## config.mk

```make
export PLATFORM = sky130hd
export DESIGN_NAME = plbq_front
export DESIGN_NICKNAME = d
export VERILOG_FILES = /design/src/hw/rtl/plbq_pkg.sv /design/src/hw/rtl/plbq_front.sv
export SDC_FILE = /design/constraint.sdc
export NUM_CORES = 1
export LEC_CHECK = 0
export ABC_CLOCK_PERIOD_IN_PS = 5140
export BUFFER_PORTS_ARGS = -buffer_cell sky130_fd_sc_hd__clkbuf_2
export CAP_MARGIN = 20
export CORE_AREA = 2 2 61 63
export DETAILED_ROUTE_END_ITERATION = 7
export DIE_AREA = 0 0 63 65
export PLACE_DENSITY = 0.76
export SETUP_SLACK_MARGIN = 0.4
export SYNTH_ARGS = -nofsm -noshare
export SYNTH_HDL_FRONTEND = slang
export SYNTH_SLANG_ARGS = --single-unit
```

## constraint.sdc

```tcl
create_clock -name clock -period 5.14 [get_ports clock]
set_input_delay 0.771 -clock clock [delete_from_list [all_inputs] [get_ports clock]]
set_output_delay 0.771 -clock clock [all_outputs]
set_load 0.01 [all_outputs]
```

## src/hw/rtl/plbq_pkg.sv

```systemverilog
`timescale 1ns / 1ps
// ----------------------------------------------------------------------------
// plbq_pkg
// Shared types and constants of the price-level book with best quote tracking.
// ----------------------------------------------------------------------------
package plbq_pkg;

   localparam int DEF_PRICE_LEVELS = 128;
   localparam int DEF_INSTRUMENTS  = 8;

   localparam int PRICE_W = 7;
   localparam int VOL_W   = 31;
   localparam int INST_W  = 3;

   // Number of bitmap bits the level search looks at in one cycle.
   localparam int SCAN_CHUNK = 8;

   typedef enum logic [1:0] {
      KIND_NULL   = 2'd0,
      KIND_REPORT = 2'd1,
      KIND_UPDATE = 2'd2
   } kind_type;

   typedef struct packed {
      kind_type           kind;
      logic               side;
      logic [INST_W-1:0]  instrument;
      logic [PRICE_W-1:0] price;
      logic [VOL_W-1:0]   volume;
   } cmd_type;

   typedef struct packed {
      logic [PRICE_W-1:0] best_bid_price;
      logic [VOL_W-1:0]   best_bid_volume;
      logic               ask_empty;
      logic [PRICE_W-1:0] best_ask_price;
      logic [VOL_W-1:0]   best_ask_volume;
   } rsp_type;

endpackage

```

## src/hw/rtl/plbq_front.sv

```systemverilog
`timescale 1ns / 1ps
// ----------------------------------------------------------------------------
// plbq_front
// Accepts requests, classifies them and hands them to the command queue.
// ----------------------------------------------------------------------------
module plbq_front import plbq_pkg::*; #(
   parameter int PRICE_LEVELS = DEF_PRICE_LEVELS,
   parameter int INSTRUMENTS  = DEF_INSTRUMENTS
) (
   input  logic               clock,
   input  logic               reset,
   input  logic               req_push,
   output logic               req_full,
   input  logic               req_mode,
   input  logic [INST_W-1:0]  req_instrument,
   input  logic [PRICE_W-1:0] req_price,
   input  logic [VOL_W-1:0]   req_volume,
   input  logic               clearing,
   input  logic               q_full,
   output logic               q_push,
   output cmd_type            q_cmd
);

   logic    valid_ff, valid_in;
   cmd_type cmd_ff;
   cmd_type cmd_in;
   logic    accept;
   logic    inst_ok;
   logic    price_ok;

   assign q_push   = valid_ff && !q_full;
   assign q_cmd    = cmd_ff;
   assign req_full = clearing || (valid_ff && q_full);
   assign accept   = req_push && !req_full;

   assign inst_ok  = 32'(req_instrument) < INSTRUMENTS;
   assign price_ok = (req_price != '0) && (32'(req_price) < PRICE_LEVELS);

   always_comb begin
      cmd_in.side       = req_mode;
      cmd_in.instrument = req_instrument;
      cmd_in.price      = req_price;
      cmd_in.volume     = req_volume;
      if (!inst_ok) begin
         cmd_in.kind = KIND_NULL;
      end else if (!price_ok) begin
         cmd_in.kind = KIND_REPORT;
      end else begin
         cmd_in.kind = KIND_UPDATE;
      end
   end

   assign valid_in = accept ? 1'b1 : (q_push ? 1'b0 : valid_ff);

   always_ff @(posedge clock) begin
      if (reset) begin
         valid_ff <= 1'b0;
      end else begin
         valid_ff <= valid_in;
      end
   end

   always_ff @(posedge clock) begin
      if (accept) begin
         cmd_ff <= cmd_in;
      end
   end

endmodule

```

==> results.md <==
* DIE HEIGHT at 65 um
* Crit Path Max Fanout at 3
* DR iter-0 viols at 32
* Clock Skew at 0.00410 ns
* Worst EP arrival at 1.21 ns
* DR pass1 iterations at 3
* Max-cap viol count at 0
* Status: finished clean
* Gate power share at 0.077
* WS Path Type: primary input to output pin
* Die width at 63 um
* Num ports at 93
* Post-synthesis sequential area ratio at 0.955
* CTS Sinks at 45
* Vias per cell at 4.38
* Worst vdd ir at 0.167 mV
* Clock network fraction of design power at 0.297
* Final core utilization at 0.582
* Top post-synthesis cells by area: edfxtp_1, dfxtp_1, nor4_2
* Least-Margin Pin Slew at 0.544 ns
* Hold-critical path depth at 2
* RePlAce Congestion at 0.651
* Ys Warns at 0
* P_sw at 0.132 mW
* Netlist Area Pre-Place at 1410 um^2
* Clock-pin slew on the worst setup and hold paths at 0.11 ns
* Port Buffers at 92
* Setup bufs post-CTS at 0
* Total track usage at 0.140
* Fmax at 505 MHz
* Switch share at 0.194
* Critical Path Source Type: primary input
* H-tree lvl count at 2
* Largest net degree at the start of global routing at 45
* Initial Util at 0.402
* Max transition margin at 0.636
* Row cnt at 22
* Fin crit share at 0.386
* Seq pwr share at 0.626
* Tot Pwr at 0.679 mW
* Cells after Synth at 56
* Avg Inst Size Synth at 25.1 um^2
* Hold buffers post-CTS at 0
* Vias in the first global route at 909
* Pint at 0.548 mW
* Net Count, Synth at 103
* Setup TNS at 0 ns
* Area grow syn2layout at 44.9%
* Vias at 898
* # DRC at 0
* Die Area at 4100 um^2
* Routed wire per std cell at 12.8 um
* Setup Viol. Count Final at 0
* Grt total ovfl at 0
* Final slew viol count at 0
* Clk buf depth at 2
* Crit. End Element: output pin
* CP required at 4.37 ns
* HPWL after DPL at 2.07 mm
* Final min period at 1.98 ns
* Filler instances at 298
* First-pass GRT wire length at 4.06 mm
* Final WL at 2.62 mm
* R2r worst-path depth at 3
* Antenna fix cells at 0
* ANT nets after route at 0
* CTS tree: built
* Clock Latency Late Sink at 0.34 ns
* Worst R2R Setup Slack at 3.63 ns
* Share of the synthesized area in the top cell type at 0.940
* Synth area leader: edfxtp_1
* Seq cells post-synth at 45
* PD cells at 334 nW/um^2
* Final Hold Fails at 0
* Leak pwr at 0.880 nW
* Initial antenna violation count at 0
* Root Buffer Master: clkbuf_4
* Share of cells above drive strength 1 at 0.643
* Core ar. at 3500 um^2
* Fin nets at 203
* CTS Buf Count at 5
* Synth cell types at 12
* Gates resized, CTS repair at 0
* Worst hold path class: flip-flop to flip-flop
* RSZ-0062 raised after global routing: no
==> worst paths after layout <==
check              endpoint      from
setup / recovery   req_full    q_full
hold / removal     valid_ff  valid_ff
setup reg to reg  q_cmd[22]  valid_ff
hold reg to reg    valid_ff  valid_ff
==> cell usage in the layout, fill, tap and decap left out, types with 2 or more instances in the layout <==
cell type	Yosys	final
nand2_1	2	2
edfxtp_1	44	44
clkbuf_4	0	5
clkbuf_2	0	92
==> state kept, by name (all words and copies together), names as in the netlist <==
signal    count
q_cmd        44
valid_ff      1
==> cells in the mapped netlist (all sizes together) <==
library cell / number
a21oi: 1
edfxtp: 44
nor3: 1
dfxtp: 1
nand2: 2
nand2b: 1
nor2b: 1
inv: 1
nor2: 1
and2: 1
nor4: 1
a21o: 1
==> power groups by stage <==
stage | Sequential [mW] | Combinational, mW | Clock (mW)
6_report | 0.425 | 0.0524 | 0.202
3_5_place_dp | 0.434 | 0.0506 | 0
2_1_floorplan | 0.442 | 0.00763 | 0
4_1_cts | 0.426 | 0.0506 | 0.209
5_1_grt | 0.426 | 0.0575 | 0.226
3_3_place_gp | 0.433 | 0.0490 | 0
==> cell families after synthesis <==
group	Yosys count	share of synthesized area
compound gates	2	0.00890
buf+inv	1	0.00267
flops	45	0.955
simple gates	8	0.0338
==> worst max-delay path, stage by stage <==
cell      delay (ns)
clkbuf_2        0.10
a21o_1          0.21
clkbuf_2        0.13
==> area by class of cell <==
type	count	area, um^2	area share
flip-flops and latches	45	1340	0.659
repair buffers	93	488	0.240
multi-input cells	10	67.6	0.0332
well taps	48	60.1	0.0295
clock buffers	6	41.3	0.0203
clock inverters	2	33.8	0.0166
inverters	1	3.75	0.00184
==> metal layers <==
layer | wire length, um | track usage | vias to the layer above
met5 | 0 | 0 | -
met1 | 878 | 0.135 | 416
met2 | 1430 | 0.235 | 55
met4 | 114 | 0.0944 | 0
met3 | 190 | 0.0712 | 10
li1 | - | - | 417
==> per-stage QoR <==
stage	instance area (um^2)	hold WS, ns	cells	setup slack, ns
4_1_cts	2010	0.494	204	3.15
2_1_floorplan	1410	0.435	56	1.85
5_1_grt	2040	0.508	205	3.13
3_5_place_dp	1930	0.476	196	2.77
3_3_place_gp	1930	0.447	196	2.85
6_report	2040	0.486	205	3.16
Power figures use the tool's default switching activity.
