File: src/hw/rtl/plbq_pkg.sv
`timescale 1ns / 1ps
// ----------------------------------------------------------------------------
// plbq_pkg
// Shared types and constants of the price-level book with best quote tracking.
// ----------------------------------------------------------------------------
package plbq_pkg;

   localparam int DEF_PRICE_LEVELS = 128;
   localparam int DEF_INSTRUMENTS  = 8;

   localparam int PRICE_W = 7;
   localparam int VOL_W   = 31;
   localparam int INST_W  = 3;

   // Number of bitmap bits the level search looks at in one cycle.
   localparam int SCAN_CHUNK = 8;

   typedef enum logic [1:0] {
      KIND_NULL   = 2'd0,
      KIND_REPORT = 2'd1,
      KIND_UPDATE = 2'd2
   } kind_type;

   typedef struct packed {
      kind_type           kind;
      logic               side;
      logic [INST_W-1:0]  instrument;
      logic [PRICE_W-1:0] price;
      logic [VOL_W-1:0]   volume;
   } cmd_type;

   typedef struct packed {
      logic [PRICE_W-1:0] best_bid_price;
      logic [VOL_W-1:0]   best_bid_volume;
      logic               ask_empty;
      logic [PRICE_W-1:0] best_ask_price;
      logic [VOL_W-1:0]   best_ask_volume;
   } rsp_type;

endpackage

File: src/hw/rtl/plbq_queue.sv
`timescale 1ns / 1ps
// ----------------------------------------------------------------------------
// plbq_queue
// Two-entry command queue between the front and the back end.
// ----------------------------------------------------------------------------
module plbq_queue import plbq_pkg::*; (
   input  logic    clock,
   input  logic    reset,
   input  logic    push,
   input  cmd_type push_cmd,
   output logic    full,
   input  logic    pop,
   output logic    valid,
   output cmd_type pop_cmd
);

   cmd_type    entry_ff [2];
   logic       wr_ff, wr_in;
   logic       rd_ff, rd_in;
   logic [1:0] count_ff, count_in;

   assign full    = count_ff == 2'd2;
   assign valid   = count_ff != 2'd0;
   assign pop_cmd = entry_ff[rd_ff];

   always_comb begin
      wr_in    = push ? !wr_ff : wr_ff;
      rd_in    = pop ? !rd_ff : rd_ff;
      count_in = count_ff;
      if (push && !pop) begin
         count_in = count_ff + 2'd1;
      end else if (pop && !push) begin
         count_in = count_ff - 2'd1;
      end
   end

   always_ff @(posedge clock) begin
      if (reset) begin
         wr_ff    <= 1'b0;
         rd_ff    <= 1'b0;
         count_ff <= 2'd0;
      end else begin
         wr_ff    <= wr_in;
         rd_ff    <= rd_in;
         count_ff <= count_in;
      end
   end

   always_ff @(posedge clock) begin
      if (push) begin
         entry_ff[wr_ff] <= push_cmd;
      end
   end

endmodule

File: config.mk
export PLATFORM = sky130hd
export DESIGN_NAME = plbq_queue
export DESIGN_NICKNAME = d
export VERILOG_FILES = /design/src/hw/rtl/plbq_pkg.sv /design/src/hw/rtl/plbq_queue.sv
export SDC_FILE = /design/constraint.sdc
export NUM_CORES = 1
export LEC_CHECK = 0
export BUFFER_PORTS_ARGS = -buffer_cell sky130_fd_sc_hd__buf_4
export CAP_MARGIN = 20
export CORE_MARGIN = 10
export CORE_UTILIZATION = 39
export DETAILED_ROUTE_END_ITERATION = 10
export PLACE_DENSITY = 0.62
export SYNTH_ARGS = -nofsm -noshare
export SYNTH_HDL_FRONTEND = slang
export SYNTH_SLANG_ARGS = --single-unit
File: constraint.sdc
create_clock -name clock -period 3.89 [get_ports clock]
set_input_delay 0.389 -clock clock [delete_from_list [all_inputs] [get_ports clock]]
set_output_delay 0.389 -clock clock [all_outputs]
set_load 0.005 [all_outputs]
==> results of run 1 <==
-- flip-flops by register name, indices dropped and copies added (netlist names), named ones only --
name / cells
count_ff: 2
entry_ff: 88
rd_ff: 1
wr_ff: 1
-- power breakdown --
| group | switching, µW | internal (µW) |
|---|---|---|
| Clock | 336 | 299 |
| Combinational | 93.8 | 156 |
| Sequential | 33.2 | 1160 |
-- worst register-to-register path: stages, from the launching register on --
cell	delay (ns)
dfxtp_1	0.35
nor2b_4	0.66
buf_4	0.40
-- per-layer routing --
| layer | part of all wire (%) | wire length (µm) |
|---|---|---|
| met5 | 0 | 0 |
| met2 | 46 | 3030 |
| met4 | 1.7 | 111 |
| met3 | 6.9 | 455 |
| met1 | 46 | 3010 |
-- synthesized netlist by cell type --
library cell,instances,share of area [%]
nor2b_1,1,0.18
nor2_1,4,0.44
dfxtp_1,5,2.9
or3_1,1,0.18
xnor2_1,2,0.52
buf_2,1,0.15
mux2_2,44,15
ha_1,1,0.37
o21ai_0,1,0.15
and2b_2,1,0.26
a21oi_1,1,0.15
and2_1,1,0.18
or2_2,1,0.18
inv_1,1,0.11
edfxtp_1,88,78
buf_6,4,1.3
xor2_1,2,0.52
-- metrics by stage --
step	setup slack [ns]	utilization, %	hold slack [ns]	total power (µW)	area (µm²)
3_5_place_dp	1.82	50.3	0.492	1480	4200
2_1_floorplan	1.09	-	0.456	1330	3400
3_3_place_gp	1.83	50.3	0.484	1470	4200
4_1_cts	1.41	52.7	0.187	2110	4390
6_report	1.51	52.9	0.210	2080	4410
5_1_grt	1.38	52.9	0.179	2180	4410
-- area by class of cell --
| type | instances | area, µm² | area share (%) |
|---|---|---|---|
| clock buffers | 9 | 124 | 2.81 |
| clock inverters | 7 | 72.6 | 1.64 |
| inverters | 1 | 3.75 | 0.0851 |
| multi-input cells | 60 | 611 | 13.8 |
| flip-flops and latches | 93 | 2740 | 62.2 |
| well taps | 105 | 131 | 2.98 |
| repair buffers | 95 | 726 | 16.4 |
-- kinds of logic after synthesis --
group,share of synthesized area (%)
adder cells (fa/ha/maj),0.368
multiplexers,14.6
flip-flops,80.7
XOR/XNOR,1.03
buffers and inverters,1.58
AND/OR/NAND/NOR,1.44
AO/OA/AOI/OAI,0.294
-- path summary, 6_finish.rpt --
path                            startpoint                   endpoint  slack, ns
setup / recovery                 flip-flop                pop_cmd[35]       1.51
hold / removal                push_cmd[19]  entry_ff[1][19]$_DFFE_PP_       0.21
setup reg to reg        wr_ff$_SDFFE_PP0P_  entry_ff[0][40]$_DFFE_PP_       2.17
hold reg to reg   count_ff[1]$_SDFFE_PP0P_   count_ff[1]$_SDFFE_PP0P_       0.50
==> impl_metrics.py, run 1 <==
metrics = {
    "status": {
        "status": "complete, no violations",
    },
    "sta": {
        "rsz0062_at_grt": "false",
        "fin_skew_ns": 0.00720,
        "slew_headroom_pct": 29.0,
        "worst_slew_pin_slew_ns": 1.06,
        "finalHoldViolCount": 0,
        "post-route-period-util_pct": 61.2,
        "max_freq_mhz": 420,
        "setup_tns_ns": 0,
        "setup_viol": 0,
        "period_minus_slack_ns": 2.38,
        "maxSlewViolCount": 0,
    },
    "grt": {
        "busiest_layer": "met2",
        "use_met3_pct": 4.12,
        "grt_util_all_layers_pct": 10.3,
        "use_met2_pct": 15.7,
        "grt_max_degree": 45,
        "first_global_vias": 1834,
        "grt_util_met1_pct": 12.6,
        "antenna_found_initial": 0,
        "grt-ovfl-total": 0,
        "grt_pass1_wl_um": 10300,
    },
    "clock_network": {
        "cts_resized": 0,
        "worst_setup_hold_path_clk_slew_ns": 0.10,
        "post-cts-setup-buffer-count": 0,
        "hold_buffers": 0,
        "cts-buffers-inserted": 9,
        "cts_root_buffer": "clkbuf_8",
        "cts_tree": "built",
        "clkSinkCount": 93,
        "clock_path_buffers": 2,
        "htreeDepth": 3,
        "clock_latency_ns": 0.35,
    },
    "cells_and_area": {
        "drive_above_1_share_pct": 60.4,
        "layout_common_cells": "buf_4 (94), edfxtp_1 (88), mux2_2 (44)",
        "nNetsFinal": 309,
        "area_delta_synth_final_pct": 29.8,
        "diodes": 0,
        "fill_cells": 707,
        "final_cells": 370,
        "layout_commonest_cell": "buf_4",
    },
    "floorplan": {
        "die_y_um": 113,
        "design.core.area_um2": 8340,
        "core.rowCount": 33,
        "dieWidth_um": 113,
        "io_pins": 94,
        "start_util_pct": 40.7,
        "die-area_um2": 12800,
    },
    "power": {
        "powerDensity_nw_per_um2": 472,
        "ir_drop_uv": 194,
        "leakage_uw": 0.00165,
    },
    "worst_setup_path": {
        "start_kind": "flip-flop",
        "cp_slowest_stage_delay_ns": 1.04,
        "cp.depth": 2,
        "path_class": "flip-flop to output pin",
        "arrival_ns": 1.99,
        "critical_path.slowest_cell": "dfxtp_2",
        "path_cells": "mux2_2 -> buf_4",
        "critical_path.top_delay_family": "flip-flops",
        "crit_buf_inv": 1,
        "crit_fanout": 44,
        "end_kind": "output pin",
        "r2r_cells": 2,
        "crit_required_ns": 3.50,
    },
    "placement": {
        "numPortBuffers": 93,
        "place.gp.congestion": 0.674,
        "placed_cells": 353,
        "dp_hpwl_um": 4480,
    },
    "route": {
        "routedWlPerCell_um": 17.8,
        "ant_nets": 0,
        "drc_errors": 0,
        "dr.pass1.iters": 4,
        "vias": 1726,
        "drt-initial-drc-count": 77,
        "route.final.wire_length_um": 6600,
        "vias_per_cell": 4.66,
    },
    "yosys": {
        "ys_seq_area_share_pct": 80.7,
        "syn_area_um2": 3400,
        "yosysWarnings": 0,
        "ys_types": 17,
        "synth.avg_cell_area_um2": 21.4,
        "ys_ff_latch": 93,
        "syn_inst": 159,
        "synth_nets": 208,
    },
    "min_path": {
        "worstHoldPathCells": 1,
        "hp-class": "input port to flip-flop",
    },
    "run": {
        "drv_cap": 0,
    },
}
No activity file was read; power rests on OpenSTA's default activity.
==> inputs of run 2 (changes only) <==
==> constraint.sdc (replaced) <==
create_clock -name clock -period 2.4 [get_ports clock]
set_input_delay 0.24 -clock clock [delete_from_list [all_inputs] [get_ports clock]]
set_output_delay 0.24 -clock clock [all_outputs]
set_load 0.005 [all_outputs]
==> impl_metrics.py, run 2 (synthesized netlist as in run 1, its figures left out) <==
metrics = {
    "status": {
        "status": "complete, no violations",
    },
    "cells_and_area": {
        "fill_cells": 700,
        "nNetsFinal": 311,
        "layout_commonest_cell": "buf_4",
        "final_cells": 371,
        "reg_top3": "entry_ff x88, count_ff x2",
        "drive_above_1_share_pct": 59.8,
        "diodes": 0,
        "largest-register": "entry_ff",
        "final_util_pct": 53.2,
        "largest_register_ffs": 88,
        "area_delta_synth_final_pct": 30.5,
        "layout_common_cells": "buf_4 (96), edfxtp_1 (88), mux2_2 (44)",
    },
    "grt": {
        "busiest_layer": "met2",
        "antenna_found_initial": 0,
        "use_met3_pct": 2.75,
        "use_met2_pct": 18.6,
        "grt-ovfl-total": 0,
        "first_global_vias": 1978,
        "grt_pass1_wl_um": 10100,
        "grt_max_degree": 45,
        "grt_util_met1_pct": 9.76,
        "grt_util_all_layers_pct": 10.0,
    },
    "worst_setup_path": {
        "critical_path.slowest_cell": "mux2_2",
        "crit_required_ns": 2.16,
        "crit_fanout": 27,
        "arrival_ns": 1.54,
        "path_cells": "buf_4 -> mux2_2 -> buf_4",
        "end_kind": "output pin",
        "path_class": "flip-flop to output pin",
        "cp_common_cell": "buf_4",
        "start_kind": "flip-flop",
        "cp_slowest_stage_delay_ns": 0.40,
    },
    "placement": {
        "placed_cells": 356,
        "place.gp.congestion": 0.643,
        "dp_hpwl_um": 4590,
        "numPortBuffers": 93,
    },
    "clock_network": {
        "worst_setup_hold_path_clk_slew_ns": 0.08,
        "cts-buffers-inserted": 9,
        "cts_root_buffer": "clkbuf_8",
        "post-cts-setup-buffer-count": 0,
        "htreeDepth": 3,
        "clock_path_buffers": 2,
        "cts_tree": "built",
        "clock_latency_ns": 0.34,
        "clkSinkCount": 93,
        "hold_buffers": 0,
        "cts_resized": 0,
    },
    "power": {
        "leakage_uw": 0.00166,
        "p_total_uw": 3420,
        "p_sw_uw": 696,
        "switching_share_pct": 20.4,
        "clockPowerShare_pct": 31.2,
        "p_int_uw": 2720,
        "pwr-share-seq_pct": 56.0,
        "powerDensity_nw_per_um2": 770,
        "ir_drop_uv": 374,
        "power.share.combinational_pct": 12.9,
    },
    "sta": {
        "period_minus_slack_ns": 1.78,
        "worst_slew_pin_slew_ns": 0.594,
        "maxSlewViolCount": 0,
        "setup_tns_ns": 0,
        "whs_ns": 0.0787,
        "fin_skew_ns": 0.00502,
        "slew_headroom_pct": 60.4,
        "post-route-period-util_pct": 74.2,
        "finalHoldViolCount": 0,
        "rsz0062_at_grt": "false",
        "setup_viol": 0,
        "max_freq_mhz": 561,
    },
    "route": {
        "drt-initial-drc-count": 67,
        "ant_nets": 0,
        "drc_errors": 0,
        "dr.pass1.iters": 4,
        "vias_per_cell": 4.67,
        "vias": 1734,
        "route.final.wire_length_um": 6550,
        "routedWlPerCell_um": 17.6,
    },
    "floorplan": {
        "core.rowCount": 33,
        "design.core.area_um2": 8340,
        "io_pins": 94,
        "die-area_um2": 12800,
        "start_util_pct": 40.7,
        "dieWidth_um": 113,
        "die_y_um": 113,
    },
    "run": {
        "drv_cap": 0,
    },
    "min_path": {
        "hp-class": "input port to flip-flop",
    },
}
==> run 2: changes by cell type in the layout (fill, tap and decap cells not counted) <==
cell / before / now
buf_4: 94 / 96
inv_6: 2 / 0
bufinv_16: 1 / 2
clkbuf_1: 0 / 1
clkinv_1: 0 / 1
clkinv_2: 2 / 1
clkinvlp_4: 2 / 1
==> run 2: critical path: cells and delay by family (launching register included) <==
kind	cells	cell delay, ns
buffers and inverters	2	0.47
multiplexers	1	0.40
flip-flops	1	0.33
==> run 2: power by group through the flow <==
| stage | Sequential, µW | Clock, µW | Combinational (µW) |
|---|---|---|---|
| finish | 1910 | 1060 | 439 |
| global route | 1920 | 1160 | 482 |
| CTS | 1910 | 1100 | 456 |
| detailed placement | 1950 | 0 | 453 |
| global placement | 1950 | 0 | 450 |
| floorplan | 1940 | 0 | 204 |
==> run 2: final timing paths <==
kind,start,endpoint,slack [ns],depth (start not counted)
setup / recovery,flip-flop,pop_cmd[24],0.62,3
hold / removal,push_cmd[17],entry_ff[0][17]$_DFFE_PP_,0.08,1
hold reg to reg,count_ff[1]$_SDFFE_PP0P_,count_ff[1]$_SDFFE_PP0P_,0.50,2
setup reg to reg,wr_ff$_SDFFE_PP0P_,entry_ff[1][11]$_DFFE_PP_,0.94,2
==> run 2: per-stage QoR <==
stage	area, µm²	worst slack (ns)
after floorplan	3400	0.498
after global placement	4230	0.945
after detailed placement	4230	0.913
after CTS	4430	0.576
after global routing	4430	0.546
final	4430	0.619
==> run 2: layout make-up <==
cell class | count | area (µm²) | area share, %
clock buffers | 10 | 128 | 2.88
clock inverters | 5 | 76.3 | 1.72
inverters | 1 | 3.75 | 0.0847
multi-input cells | 60 | 611 | 13.8
flip-flops and latches | 93 | 2740 | 61.9
well taps | 105 | 131 | 2.96
repair buffers | 97 | 741 | 16.7
==> run 2: metal layers <==
layer	share of wire, %	vias to the layer above	wire length (µm)
met1	36	868	2380
li1	-	818	-
met4	1.3	0	85
met5	0	-	0
met3	4.6	7	298
met2	58	41	3780
